**config.mk**
```make
export PLATFORM = sky130hd
export DESIGN_NAME = cscan_disk_request_scheduler
export DESIGN_NICKNAME = d
export VERILOG_FILES = /design/src/rtl/cdrs_pkg.sv /design/src/rtl/cscan_disk_request_scheduler.sv /design/src/rtl/cdrs_ram.sv /design/src/rtl/cdrs_front.sv /design/src/rtl/cdrs_back.sv
export SDC_FILE = /design/constraint.sdc
export NUM_CORES = 1
export LEC_CHECK = 0
export ABC_AREA = 1
export BUFFER_PORTS_ARGS = -buffer_cell sky130_fd_sc_hd__clkbuf_2
export CAP_MARGIN = 15
export CORE_ASPECT_RATIO = 1.5
export CORE_MARGIN = 2
export CORE_UTILIZATION = 50
export CTS_BUF_LIST = sky130_fd_sc_hd__clkbuf_16
export CTS_CLUSTER_DIAMETER = 30
export CTS_CLUSTER_SIZE = 16
export DETAILED_ROUTE_END_ITERATION = 10
export GPL_TIMING_DRIVEN = 0
export PLACE_DENSITY_LB_ADDON = 0.05
export SKIP_LAST_GASP = 1
export SLEW_MARGIN = 20
export SYNTH_ARGS = -nofsm -noshare
export SYNTH_HDL_FRONTEND = slang
export SYNTH_SLANG_ARGS = --single-unit
export TNS_END_PERCENT = 50
```
**constraint.sdc**
```tcl
create_clock -name clk -period 4.44 [get_ports clk]
set_input_delay 0.666 -clock clk [delete_from_list [all_inputs] [get_ports clk]]
set_output_delay 0.666 -clock clk [all_outputs]
set_load 0.01 [all_outputs]
```
**src/rtl/cdrs_pkg.sv**
```systemverilog
// ----------------------------------------------------------------------------
// cdrs_pkg: shared types and codes of the C-SCAN disk request scheduler
// Holds the item kind and the result status codes.
// ----------------------------------------------------------------------------
package cdrs_pkg;

    // Kind of an input item, as carried on the slave tuser bit
    typedef enum logic
    {
        KIND_REQUEST = 1'b0,
        KIND_RELEASE = 1'b1
    } op_t;

    // Result status
    typedef logic [1:0] status_t;

    localparam status_t ST_OK          = 2'd0;
    localparam status_t ST_FULL        = 2'd1;
    localparam status_t ST_IDLE_RELEASE = 2'd2;

endpackage

```
**src/rtl/cscan_disk_request_scheduler.sv**
```systemverilog
// ----------------------------------------------------------------------------
// cscan_disk_request_scheduler: C-SCAN disk request scheduler
// Grants one disk to requesters in C-SCAN track order, parking waiting
// requests in a slot table and sweeping it on each release that finds them.
// ----------------------------------------------------------------------------
//  channel  direction  tdata (low bit up)                tuser (low bit up)
//  s_*      in         req_id, req_track                 op (0 request, 1 release)
//  m_*      out        grant_id, grant_track, disk_busy  grant_valid, status
//
//  Order: one item is worked at a time by the scan engine. Requests to an
//  idle disk, requests to a full table and releases that find no work go
//  straight to the result state; a queued request first walks the slots for
//  the lowest free one; a release with pending entries walks all slots of
//  the registered-read slot memory, one per cycle, for the minimum track.
//  Reset: rst_n clears the slot valid bits, busy flag and current track at
//  once; no clearing pass is needed. Stalls: the two-entry input queue still
//  takes up to two items while the engine works or a result waits on m_tready.
// ----------------------------------------------------------------------------
module cscan_disk_request_scheduler
    import cdrs_pkg::*;
#(
    parameter int SLOTS      = 16,
    parameter int TRACK_BITS = 16,
    parameter int ID_BITS    = 8
) (
    input  logic clk,
    input  logic rst_n,
    // input items
    input  logic s_tvalid,
    output logic s_tready,
    // req_id, req_track
    input  logic [((ID_BITS + TRACK_BITS + 7) / 8) * 8 - 1:0] s_tdata,
    // op
    input  logic s_tuser,
    // result items
    output logic m_tvalid,
    input  logic m_tready,
    // grant_id, grant_track, disk_busy
    output logic [((ID_BITS + TRACK_BITS + 1 + 7) / 8) * 8 - 1:0] m_tdata,
    // grant_valid, status
    output logic [2:0] m_tuser
);

    localparam int OUT_W = ((ID_BITS + TRACK_BITS + 1 + 7) / 8) * 8;

    logic                  item_valid;
    logic                  item_ready;
    op_t                   item_kind;
    logic [ID_BITS-1:0]    item_id;
    logic [TRACK_BITS-1:0] item_track;
    logic                  res_grant;
    logic [ID_BITS-1:0]    res_id;
    logic [TRACK_BITS-1:0] res_track;
    logic                  res_busy;
    status_t               res_status;

    // accept and decode items into the queue
    cdrs_front #(
        .TRACK_BITS (TRACK_BITS),
        .ID_BITS    (ID_BITS)
    ) u_front (
        .clk        (clk),
        .rst_n      (rst_n),
        .in_valid   (s_tvalid),
        .in_ready   (s_tready),
        .in_op      (s_tuser),
        .in_id      (s_tdata[ID_BITS-1:0]),
        .in_track   (s_tdata[ID_BITS+TRACK_BITS-1:ID_BITS]),
        .item_valid (item_valid),
        .item_ready (item_ready),
        .item_kind  (item_kind),
        .item_id    (item_id),
        .item_track (item_track)
    );

    // slot table and sweep engine
    cdrs_back #(
        .SLOTS      (SLOTS),
        .TRACK_BITS (TRACK_BITS),
        .ID_BITS    (ID_BITS)
    ) u_back (
        .clk        (clk),
        .rst_n      (rst_n),
        .item_valid (item_valid),
        .item_ready (item_ready),
        .item_kind  (item_kind),
        .item_id    (item_id),
        .item_track (item_track),
        .res_valid  (m_tvalid),
        .res_ready  (m_tready),
        .res_grant  (res_grant),
        .res_id     (res_id),
        .res_track  (res_track),
        .res_busy   (res_busy),
        .res_status (res_status)
    );

    // pack result fields, zero fill to whole bytes
    assign m_tdata = OUT_W'({res_busy, res_track, res_id});
    assign m_tuser = {res_status, res_grant};

endmodule

```
**src/rtl/cdrs_ram.sv**
```systemverilog
// ----------------------------------------------------------------------------
// cdrs_ram: generic single-write, single-read RAM
// One write port and one read port, read data registered.
// ----------------------------------------------------------------------------
module cdrs_ram #(
    parameter int WIDTH = 24,
    parameter int DEPTH = 16
) (
    input  logic                     clk,
    input  logic                     wr_en,
    input  logic [$clog2(DEPTH)-1:0] wr_addr,
    input  logic [WIDTH-1:0]         wr_data,
    input  logic                     rd_en,
    input  logic [$clog2(DEPTH)-1:0] rd_addr,
    output logic [WIDTH-1:0]         rd_data
);

    logic [WIDTH-1:0] mem_reg [DEPTH];
    logic [WIDTH-1:0] rd_data_reg;

    always_ff @(posedge clk)
    begin
        if (wr_en)
        begin
            mem_reg[wr_addr] <= wr_data;
        end
        if (rd_en)
        begin
            rd_data_reg <= mem_reg[rd_addr];
        end
    end

    assign rd_data = rd_data_reg;

endmodule

```
**src/rtl/cdrs_front.sv**
```systemverilog
// ----------------------------------------------------------------------------
// cdrs_front: input side of the scheduler
// Accept items, decode the op into an item kind and hold them in a
// two-entry queue so the scan engine can stall on its own.
// ----------------------------------------------------------------------------
module cdrs_front
    import cdrs_pkg::*;
#(
    parameter int TRACK_BITS = 16,
    parameter int ID_BITS    = 8
) (
    input  logic                  clk,
    input  logic                  rst_n,
    // input stream
    input  logic                  in_valid,
    output logic                  in_ready,
    input  logic                  in_op,
    input  logic [ID_BITS-1:0]    in_id,
    input  logic [TRACK_BITS-1:0] in_track,
    // toward the back end
    output logic                  item_valid,
    input  logic                  item_ready,
    output op_t                   item_kind,
    output logic [ID_BITS-1:0]    item_id,
    output logic [TRACK_BITS-1:0] item_track
);

    localparam int ENTRY_W = 1 + ID_BITS + TRACK_BITS;

    logic [ENTRY_W-1:0] q_reg [2];
    logic [ENTRY_W-1:0] q_next [2];
    logic               wr_ptr_reg, wr_ptr_next;
    logic               rd_ptr_reg, rd_ptr_next;
    logic [1:0]         cnt_reg, cnt_next;
    logic               push;
    logic               pop;
    logic [ENTRY_W-1:0] head;

    assign in_ready   = (cnt_reg != 2'd2);
    assign item_valid = (cnt_reg != 2'd0);
    assign push       = in_valid && in_ready;
    assign pop        = item_valid && item_ready;
    assign head       = q_reg[rd_ptr_reg];

    assign item_kind  = head[0] ? KIND_RELEASE : KIND_REQUEST;
    assign item_id    = head[ID_BITS:1];
    assign item_track = head[ENTRY_W-1:ID_BITS+1];

    always_comb
    begin
        q_next      = q_reg;
        wr_ptr_next = wr_ptr_reg;
        rd_ptr_next = rd_ptr_reg;
        cnt_next    = cnt_reg;
        if (push)
        begin
            q_next[wr_ptr_reg] = {in_track, in_id, in_op};
            wr_ptr_next        = ~wr_ptr_reg;
        end
        if (pop)
        begin
            rd_ptr_next = ~rd_ptr_reg;
        end
        unique case ({push, pop})
            2'b10:   cnt_next = cnt_reg + 2'd1;
            2'b01:   cnt_next = cnt_reg - 2'd1;
            default: cnt_next = cnt_reg;
        endcase
    end

    always_ff @(posedge clk or negedge rst_n)
    begin
        if (!rst_n)
        begin
            wr_ptr_reg <= 1'b0;
            rd_ptr_reg <= 1'b0;
            cnt_reg    <= 2'd0;
        end
        else
        begin
            wr_ptr_reg <= wr_ptr_next;
            rd_ptr_reg <= rd_ptr_next;
            cnt_reg    <= cnt_next;
        end
    end

    // queue payload carries no reset
    always_ff @(posedge clk)
    begin
        q_reg <= q_next;
    end

endmodule

```
**src/rtl/cdrs_back.sv**
```systemverilog
// ----------------------------------------------------------------------------
// cdrs_back: scan engine of the scheduler
// Hold the slot table, run one item at a time, scan slots one per cycle
// for the lowest free slot or the minimum eligible track, and drive the
// result register.
// ----------------------------------------------------------------------------
module cdrs_back
    import cdrs_pkg::*;
#(
    parameter int SLOTS      = 16,
    parameter int TRACK_BITS = 16,
    parameter int ID_BITS    = 8
) (
    input  logic                  clk,
    input  logic                  rst_n,
    // from the front queue
    input  logic                  item_valid,
    output logic                  item_ready,
    input  op_t                   item_kind,
    input  logic [ID_BITS-1:0]    item_id,
    input  logic [TRACK_BITS-1:0] item_track,
    // result register
    output logic                  res_valid,
    input  logic                  res_ready,
    output logic                  res_grant,
    output logic [ID_BITS-1:0]    res_id,
    output logic [TRACK_BITS-1:0] res_track,
    output logic                  res_busy,
    output status_t               res_status
);

    localparam int IDX_W = $clog2(SLOTS);
    localparam int CNT_W = $clog2(SLOTS + 1);
    localparam int MEM_W = ID_BITS + TRACK_BITS;
    localparam logic [IDX_W-1:0] LAST_IDX = IDX_W'(SLOTS - 1);
    localparam logic [CNT_W-1:0] FULL_CNT = CNT_W'(SLOTS);

    typedef enum logic [1:0]
    {
        S_IDLE,
        S_FREE,
        S_MIN,
        S_RESULT
    } state_t;

    state_t                state_reg, state_next;
    // slot table flags and counts
    logic [SLOTS-1:0]      valid_reg, valid_next;
    logic [SLOTS-1:0]      upper_reg, upper_next;
    logic [CNT_W-1:0]      cnt_reg, cnt_next;
    logic [CNT_W-1:0]      upcnt_reg, upcnt_next;
    logic                  busy_reg, busy_next;
    logic [TRACK_BITS-1:0] cur_reg, cur_next;
    // item under work
    logic [ID_BITS-1:0]    id_reg, id_next;
    logic [TRACK_BITS-1:0] trk_reg, trk_next;
    // scan
    logic [IDX_W-1:0]      idx_reg, idx_next;
    logic                  issued_reg, issued_next;
    logic                  pend_reg, pend_next;
    logic                  pend_elig_reg, pend_elig_next;
    logic [IDX_W-1:0]      pend_idx_reg, pend_idx_next;
    logic                  found_reg, found_next;
    logic [IDX_W-1:0]      best_idx_reg, best_idx_next;
    logic [TRACK_BITS-1:0] best_trk_reg, best_trk_next;
    logic [ID_BITS-1:0]    best_id_reg, best_id_next;
    // pending result
    logic                  pgv_reg, pgv_next;
    logic [ID_BITS-1:0]    pid_reg, pid_next;
    logic [TRACK_BITS-1:0] ptrk_reg, ptrk_next;
    status_t               pst_reg, pst_next;
    // output register
    logic                  ov_reg, ov_next;
    logic                  ogv_reg, ogv_next;
    logic [ID_BITS-1:0]    oid_reg, oid_next;
    logic [TRACK_BITS-1:0] otrk_reg, otrk_next;
    logic                  obusy_reg, obusy_next;
    status_t               ost_reg, ost_next;

    // slot payload memory
    logic                  wr_en;
    logic                  rd_en;
    logic [MEM_W-1:0]      rd_data;
    logic [TRACK_BITS-1:0] rd_trk;
    logic [ID_BITS-1:0]    rd_id;
    logic                  new_upper;

    assign rd_trk    = rd_data[TRACK_BITS-1:0];
    assign rd_id     = rd_data[MEM_W-1:TRACK_BITS];
    assign new_upper = (trk_reg >= cur_reg);

    cdrs_ram #(
        .WIDTH (MEM_W),
        .DEPTH (SLOTS)
    ) u_slot_ram (
        .clk     (clk),
        .wr_en   (wr_en),
        .wr_addr (idx_reg),
        .wr_data ({id_reg, trk_reg}),
        .rd_en   (rd_en),
        .rd_addr (idx_reg),
        .rd_data (rd_data)
    );

    assign item_ready = (state_reg == S_IDLE);
    assign res_valid  = ov_reg;
    assign res_grant  = ogv_reg;
    assign res_id     = oid_reg;
    assign res_track  = otrk_reg;
    assign res_busy   = obusy_reg;
    assign res_status = ost_reg;

    always_comb
    begin
        state_next     = state_reg;
        valid_next     = valid_reg;
        upper_next     = upper_reg;
        cnt_next       = cnt_reg;
        upcnt_next     = upcnt_reg;
        busy_next      = busy_reg;
        cur_next       = cur_reg;
        id_next        = id_reg;
        trk_next       = trk_reg;
        idx_next       = idx_reg;
        issued_next    = issued_reg;
        pend_next      = 1'b0;
        pend_elig_next = pend_elig_reg;
        pend_idx_next  = pend_idx_reg;
        found_next     = found_reg;
        best_idx_next  = best_idx_reg;
        best_trk_next  = best_trk_reg;
        best_id_next   = best_id_reg;
        pgv_next       = pgv_reg;
        pid_next       = pid_reg;
        ptrk_next      = ptrk_reg;
        pst_next       = pst_reg;
        ov_next        = ov_reg && !res_ready;
        ogv_next       = ogv_reg;
        oid_next       = oid_reg;
        otrk_next      = otrk_reg;
        obusy_next     = obusy_reg;
        ost_next       = ost_reg;
        wr_en          = 1'b0;
        rd_en          = 1'b0;

        unique case (state_reg)
            S_IDLE:
            begin
                if (item_valid)
                begin
                    id_next     = item_id;
                    trk_next    = item_track;
                    idx_next    = '0;
                    issued_next = 1'b0;
                    found_next  = 1'b0;
                    pgv_next    = 1'b0;
                    pid_next    = '0;
                    ptrk_next   = '0;
                    pst_next    = ST_OK;
                    state_next  = S_RESULT;
                    if (item_kind == KIND_REQUEST)
                    begin
                        priority if (!busy_reg)
                        begin
                            // idle disk: grant at once
                            busy_next = 1'b1;
                            cur_next  = item_track;
                            pgv_next  = 1'b1;
                            pid_next  = item_id;
                            ptrk_next = item_track;
                        end
                        else if (cnt_reg == FULL_CNT)
                        begin
                            pst_next = ST_FULL;
                        end
                        else
                        begin
                            state_next = S_FREE;
                        end
                    end
                    else
                    begin
                        priority if (!busy_reg)
                        begin
                            pst_next = ST_IDLE_RELEASE;
                        end
                        else if (cnt_reg == '0)
                        begin
                            busy_next = 1'b0;
                        end
                        else
                        begin
                            // no upper entry left: wrap the sweep
                            if (upcnt_reg == '0)
                            begin
                                upper_next = upper_reg | valid_reg;
                                upcnt_next = cnt_reg;
                            end
                            state_next = S_MIN;
                        end
                    end
                end
            end

            S_FREE:
            begin
                if (!valid_reg[idx_reg])
                begin
                    wr_en               = 1'b1;
                    valid_next[idx_reg] = 1'b1;
                    upper_next[idx_reg] = new_upper;
                    cnt_next            = cnt_reg + CNT_W'(1);
                    upcnt_next          = upcnt_reg + CNT_W'(new_upper);
                    state_next          = S_RESULT;
                end
                else
                begin
                    idx_next = idx_reg + IDX_W'(1);
                end
            end

            S_MIN:
            begin
                // issue one read per cycle
                if (!issued_reg)
                begin
                    rd_en          = 1'b1;
                    pend_next      = 1'b1;
                    pend_idx_next  = idx_reg;
                    pend_elig_next = valid_reg[idx_reg] && upper_reg[idx_reg];
                    if (idx_reg == LAST_IDX)
                    begin
                        issued_next = 1'b1;
                    end
                    else
                    begin
                        idx_next = idx_reg + IDX_W'(1);
                    end
                end
                // compare the slot read last cycle; strict less keeps lowest slot
                if (pend_reg && pend_elig_reg && (!found_reg || (rd_trk < best_trk_reg)))
                begin
                    found_next    = 1'b1;
                    best_idx_next = pend_idx_reg;
                    best_trk_next = rd_trk;
                    best_id_next  = rd_id;
                end
                if (issued_reg && !pend_reg)
                begin
                    valid_next[best_idx_reg] = 1'b0;
                    cnt_next   = cnt_reg - CNT_W'(1);
                    upcnt_next = upcnt_reg - CNT_W'(1);
                    cur_next   = best_trk_reg;
                    pgv_next   = 1'b1;
                    pid_next   = best_id_reg;
                    ptrk_next  = best_trk_reg;
                    state_next = S_RESULT;
                end
            end

            S_RESULT:
            begin
                if (!ov_reg || res_ready)
                begin
                    ov_next    = 1'b1;
                    ogv_next   = pgv_reg;
                    oid_next   = pid_reg;
                    otrk_next  = ptrk_reg;
                    obusy_next = busy_reg;
                    ost_next   = pst_reg;
                    state_next = S_IDLE;
                end
            end

            default:
            begin
                state_next = S_IDLE;
            end
        endcase
    end

    always_ff @(posedge clk or negedge rst_n)
    begin
        if (!rst_n)
        begin
            state_reg     <= S_IDLE;
            valid_reg     <= '0;
            upper_reg     <= '0;
            cnt_reg       <= '0;
            upcnt_reg     <= '0;
            busy_reg      <= 1'b0;
            cur_reg       <= '0;
            id_reg        <= '0;
            trk_reg       <= '0;
            idx_reg       <= '0;
            issued_reg    <= 1'b0;
            pend_reg      <= 1'b0;
            pend_elig_reg <= 1'b0;
            pend_idx_reg  <= '0;
            found_reg     <= 1'b0;
            best_idx_reg  <= '0;
            best_trk_reg  <= '0;
            best_id_reg   <= '0;
            pgv_reg       <= 1'b0;
            pid_reg       <= '0;
            ptrk_reg      <= '0;
            pst_reg       <= ST_OK;
            ov_reg        <= 1'b0;
            ogv_reg       <= 1'b0;
            oid_reg       <= '0;
            otrk_reg      <= '0;
            obusy_reg     <= 1'b0;
            ost_reg       <= ST_OK;
        end
        else
        begin
            state_reg     <= state_next;
            valid_reg     <= valid_next;
            upper_reg     <= upper_next;
            cnt_reg       <= cnt_next;
            upcnt_reg     <= upcnt_next;
            busy_reg      <= busy_next;
            cur_reg       <= cur_next;
            id_reg        <= id_next;
            trk_reg       <= trk_next;
            idx_reg       <= idx_next;
            issued_reg    <= issued_next;
            pend_reg      <= pend_next;
            pend_elig_reg <= pend_elig_next;
            pend_idx_reg  <= pend_idx_next;
            found_reg     <= found_next;
            best_idx_reg  <= best_idx_next;
            best_trk_reg  <= best_trk_next;
            best_id_reg   <= best_id_next;
            pgv_reg       <= pgv_next;
            pid_reg       <= pid_next;
            ptrk_reg      <= ptrk_next;
            pst_reg       <= pst_next;
            ov_reg        <= ov_next;
            ogv_reg       <= ogv_next;
            oid_reg       <= oid_next;
            otrk_reg      <= otrk_next;
            obusy_reg     <= obusy_next;
            ost_reg       <= ost_next;
        end
    end

`ifndef ASSERT_OFF
    a_cnt_matches_valid: assert property (@(posedge clk) disable iff (!rst_n)
        32'(cnt_reg) == $countones(valid_reg))
        else $error("slot count out of step with valid bits");

    a_upcnt_matches_upper: assert property (@(posedge clk) disable iff (!rst_n)
        32'(upcnt_reg) == $countones(valid_reg & upper_reg))
        else $error("upper count out of step with upper bits");

    a_grant_keeps_busy: assert property (@(posedge clk) disable iff (!rst_n)
        (ov_reg && ogv_reg) |-> obusy_reg)
        else $error("grant reported with idle disk");

    a_min_scan_finds: assert property (@(posedge clk) disable iff (!rst_n)
        (state_reg == S_MIN && issued_reg && !pend_reg) |-> found_reg)
        else $error("release scan ended with no eligible slot");
`endif

endmodule
```
## Yosys cells after proc, flatten, opt, wreduce, memory -nomap -nowiden

Memories as Yosys holds them, arrays and structs flattened. A register that Yosys moved wholly into a read port is not among the register bits.
Index checks and enable logic that the tools add are counted.

- Reductions and logical operators: 38
- Order comparisons: 9
- Bitwise gates (word level): 9
- Multiplexer cells: 93
- Add/sub/neg operators: 7
- Equality and inequality tests: 22

Operators with widths:

| cell | number |
|---|---|
| $mux 16 | 15 |
| $pmux 16 s2 | 4 |
| $mux 25 | 4 |
| $bwmux 50 | 1 |
| $mux 5 | 9 |
| $mux 8 | 4 |
| $or 16x16->16 | 2 |
| $mux 1 | 26 |
| $demux 25 s1 | 1 |
| $mux 2 | 11 |
| $and 16x16->16 | 1 |
| $bwmux 16 | 1 |
| $ge 16x16->1 | 1 |
| $lt 16x16->1 | 1 |
| $mux 4 | 4 |
| $ne 2x1->1 const B | 8 |
| $not 16->16 | 1 |
| $pmux 8 s2 | 1 |
| $pmux 5 s3 | 1 |
| $ne 2x2->1 const B | 7 |
| $pmux 4 s3 | 1 |
| $logic_and 1x1->1 | 10 |
| $logic_not 5->1 | 2 |
| $lt 4x5->1 const B | 2 |
| other kinds (32) | 60 |

- Output and inout port bits: 37
- Register bits: 235
- Memories: 1
- Bits of input ports: 29
- Memory bits (writable): 384
- Word-level logic and storage cells: 212

Memory list:

| name | depth | bits a word | rd ports | clocked after Yosys merged registers in | write ports | RTL line | RTL |
|---|---|---|---|---|---|---|---|
| u_back.u_slot_ram.mem_reg | 16 | 24 | 1 | 1 | 1 | cdrs_ram.sv:18 | `logic [WIDTH-1:0] mem_reg [DEPTH];` |

## Logic depth before layout (Yosys ltp)

- Depth after elaboration: 8
- Mapped depth: 24
- Mapped depth without buffers: 24

## Cells and area by module

From an unflattened synthesis, not the netlist that was laid out.

- Cells, all modules: 3,065
- Area, all modules: 29,265.6 µm²

By module, submodules not included:

| module | cells each | instances | seq. area each (µm²) | area each (µm²) |
|---|---|---|---|---|
| cdrs_ram | 1,597 | 1 | 12,251.8 | 17,191.5 |
| cdrs_back | 1,298 | 1 | 4,529.3 | 9,902.0 |
| cdrs_front | 160 | 1 | 1,601.5 | 2,100.8 |
| cscan_disk_request_scheduler | 10 | 1 | 0.0 | 71.3 |

## Worst setup path before layout

No wires, ideal clock.

- Path kind: register -> register
- From: register u_back.idx_reg[0]
- To: memory u_back.u_slot_ram.mem_reg[0][0] (enable)
- Slack: 1.300 ns
- Buffers on the path: 3
- Setup time: 0.405 ns
- Clock period less this slack: 3.140 ns
- Cell stages (with the launch flop): 10
- Data required time: 4.035 ns
- Arrival: 2.735 ns
- Path through: dfrtp_1 -> inv_2 -> buf_2 -> clkbuf_1 -> clkbuf_1 -> ha_1 -> inv_1 -> nor2_1 -> inv_1 -> nor2_1

- Longest elaborated chain between the ends: 6

RTL lines:

| item | RTL line | RTL |
|---|---|---|
| from (decl) | cdrs_back.sv:58 | `logic [IDX_W-1:0] idx_reg, idx_next;` |
| from (signal assigned) | cdrs_back.sv:326 | `idx_reg <= idx_next;` |
| $bmux 1 s4 | cdrs_back.sv:207 | `if (!valid_reg[idx_reg])` |
| $mux 1 (not written as such) | cdrs_back.sv:207 |  |
| $mux 1 | cdrs_back.sv:207 |  |
| $mux 1 | cdrs_back.sv:146 | `unique case (state_reg)` |
| $mux 1 | cdrs_ram.sv:23 | `if (wr_en)` |
| $mux 1 (not written as such) | cdrs_ram.sv:25 | `mem_reg[wr_addr] <= wr_data;` |
| to (decl) | cdrs_ram.sv:18 |  |

Parallel ways exist; a longest one is shown, timed or not. The select of a mux whose other input is x is not followed.

## Worst setup path in the final report

- From: register u_back.trk_reg[9]
- To: register u_back.upcnt_reg[4]

- Longest elaborated chain between the ends: 4

RTL lines:

| item | RTL line | RTL |
|---|---|---|
| from (decl) | cdrs_back.sv:56 | `logic [TRACK_BITS-1:0] trk_reg, trk_next;` |
| from (signal assigned) | cdrs_back.sv:325 | `trk_reg <= trk_next;` |
| $ge 16x16->1 | cdrs_back.sv:90 | `assign new_upper = (trk_reg >= cur_reg);` |
| $add 5x1->5 | cdrs_back.sv:213 | `upcnt_next = upcnt_reg + CNT_W'(new_upper);` |
| $mux 5 | cdrs_back.sv:207 |  |
| $pmux 5 s3 | cdrs_back.sv:146 |  |
| to (signal assigned) | cdrs_back.sv:321 | `upcnt_reg <= upcnt_next;` |
| to (decl) | cdrs_back.sv:51 | `logic [CNT_W-1:0] upcnt_reg, upcnt_next;` |

Every way passes these cells. The select of a mux whose other input is x is not followed.
A chain may end at the register's enable or synchronous reset.

==> flow_summary.toml <==
[place]
dp_hpwl_um = 54800
dpl-instance-area_um2 = 28900
gp_congestion = 0.926
portBuffers = 58

[drt]
vias = 19500
routed_wl_um = 77400
drc = 0
drtPass1Iterations = 7
drtIter0Drc = 1427
avgRoutedWirePerCell_um = 22.5
avgViaCountPerCell = 5.67
detail-route-antenna-nets = 0

[setup_path]
cp_common_cell = "nand2_1"
timing.critical_path.fanout_max = 18
worstSetupStartpointType = "register"
critical_path_arrival_ps = 4650
worstRegToRegCells = 18
end_kind = "register"
critPathMaxStageDelay_ps = 810
worstSetupPathType = "reg -> reg"
r2r_end = "u_back.upcnt_reg[4]"
crit_chain = "ha_1 > a21oi_1 > o21ai_0 > a21oi_1 > nand2_1 > nand2_1 > inv_1 > fa_1 > nor2_1 > o21ai_0 > nand2_1 > nand2_1 > nand2_1 > inv_1 > nand3_1 > nand3_1 > nand2_1 > nand2_1"
critPathTopFamily = "simple AND/OR/NAND/NOR gates"
worstPathRequired_ps = 4970
rrSetupSlack_ps = 320
reg2reg_from = "u_back.trk_reg[9]"
slowest_stage = "dfrtp_1"
cp_num_buf_inv = 2

[yosys]
synth_seq_cells = 643
synth_top_area_share_pct = 50.8
syn-mean-instance-area_um2 = 11.0
syn_inst = 2458
async_flop_share_pct = 28.8
synth_edf_count = 458
synth.yosys.seq_area_share_pct = 67.8
ys_top_cells_by_area = "edfxtp_1 (51%), dfrtp_1 (17%), o21ai_0 (6.6%)"
yosys_warnings = 0
synth_top_cell_by_area = "edfxtp_1"
syn_area_um2 = 27100
synth_flop_cell = "edfxtp_1"
synth_cell_types = 40

[final_layout]
utilization_pct = 61.2
final_cell_area_um2 = 32800
multi_input_area_um2 = 7680
final_common_cell = "edfxtp_1"
area_delta_synth_final_pct = 21.1
antenna_cells = 0
drive_gt1_share_pct = 12.5
largest_reg_flops = 384
seq_area_um2 = 18400
final_cell_mix = "edfxtp_1 (458), nand2_1 (446), o21ai_0 (356)"
fin_nets = 2731
n_fill_cell = 4371

[global_routing]
overflow = 0
antenna_found_initial = 1
grt_pass1_wl_um = 117000
grt_usage_pct = 27.7
grt_pass1_vias = 19800
grt_start_max_net_pins = 84

[clocking]
cts_inserted_buffers = 108
cts_root_buf = "clkbuf_16"
htreeDepth = 3
cts_tree = "done"
postCtsSetupBuffers = 0
clock_path_buffers = 3
clk_pin_slew_ps = 50
cts_sinks = 643
clk_latency_ps = 660

[timing]
tightest_slew_ps = 1140
fin_crit_sh_pct = 92.7
setup-violations-final = 0
clock.fmax_mhz = 243
clock_skew_ps = 28.7
rsz0062_at_grt = "false"
hold_viol_final = 0
fin_crit_ps = 4120
drv_slew = 0
slew_headroom_pct = 24.0

[power_and_ir_drop]
p_leak_nw = 12.8
p_per_area_nw_per_um2 = 787
max-vdd-ir-drop_mv = 0.552
p_total_mw = 25.8

[worst_hold_path]
min_path_type = "in -> reg"
hold_depth = 1
hp-start = "s_tdata[10]"
whs_endpoint = "u_front.q_reg[36]"

[flow_run]
maxCapViolations = 0

[floorplanning]
num_rows = 104
die_w_um = 194
die_area_um2 = 56100
die_height_um = 289
initial_utilization_pct = 50.5
core_area_um2 = 53600
io_pins = 66

[status]
outcome = "finished clean"
==> per-layer routing <==
layer,part of all wire (%),routed length (um),GRT usage [%],vias up
li1,-,-,-,9026
met1,39,30300,32.9,9476
met2,51,39200,49.0,763
met3,5.8,4480,4.04,205
met4,4.4,3380,14.9,2
met5,0.017,13,0,-
==> power by group <==
group,switching (mW),internal (mW),total (mW)
clock network,3.12,5.75,8.87
logic,5.44,2.30,7.74
registers,1.13,8.10,9.23
==> layout make-up <==
cell class / count / share of cell area (%)
buffer: 142 / 1.84
sequential: 643 / 56.0
tap: 689 / 2.63
multi-input combinational: 1518 / 23.4
inverter: 161 / 1.84
clock inverter: 94 / 3.52
timing repair buffer: 79 / 2.32
clock buffer: 111 / 8.46
==> Yosys cell counts (32+ instances only) <==
master	number
clkbuf_1	102
nand2_1	446
o22ai_1	117
a21oi_1	32
ha_1	47
edfxtp_1	458
nor2_1	281
nand4_1	57
nand3_1	79
inv_1	147
dfrtp_1	185
o21ai_0	356
==> kinds of logic (layout without fill, tap and decap cells) <==
| logic type | after synthesis | in the layout | synth area share, % |
|---|---|---|---|
| xor+xnor | 10 | 10 | 0.323 |
| simple gates | 873 | 873 | 13.1 |
| mux | 24 | 24 | 0.886 |
| other cells | 1 | 7 | 0.0138 |
| flops | 643 | 643 | 67.8 |
| buf+inv | 303 | 587 | 4.45 |
| fa+ha+maj | 49 | 49 | 2.32 |
| compound gates | 555 | 555 | 11.1 |
==> what timing repair did <==
action | CTS | global route
gates resized for setup | 0 | 2
hold buffers | 1 | 0
hold endpoints to repair | 27 | 0
endpoints found under the setup margin | 0 | 1
==> metrics by stage <==
step                      setup TNS, ps  hold slack (ps)  setup WS [ps]  std cells
after CTS                             0              165            199       3437
after global placement          -364670              468           -898       3211
after floorplan                       0              370           1300       2464
final                                 0              203            322       3437
after global routing                  0              186           2.64       3437
after detailed placement              0              469            221       3231
==> worst register-to-register path, cell delays in order, from the launching register on <==
cell and delay, ps:
dfrtp_1 810, ha_1 380, a21oi_1 150, o21ai_0 110, a21oi_1 480, nand2_1 410, nand2_1 310, inv_1 110
fa_1 480, nor2_1 140, o21ai_0 110, nand2_1 80, nand2_1 40, nand2_1 80, inv_1 50, nand3_1 70
nand3_1 90, nand2_1 80, nand2_1 40
==> worst max path at each step <==
| stage | startpoint | end | cells past startpoint |
|---|---|---|---|
| 2_1_floorplan | u_back.idx_reg[0] | u_back.u_slot_ram.mem_reg[0][0] | 9 |
| 3_3_place_gp | u_back.idx_reg[0] | u_back.u_slot_ram.mem_reg[8][10] | 9 |
| 3_5_place_dp | u_back.trk_reg[11] | u_back.upcnt_reg[4] | 18 |
| 4_1_cts | u_back.trk_reg[11] | u_back.upcnt_reg[4] | 18 |
| 5_1_grt | u_back.trk_reg[9] | u_back.upcnt_reg[4] | 18 |
| 6_report | u_back.trk_reg[9] | u_back.upcnt_reg[4] | 18 |
Power figures use the tool's default switching activity.
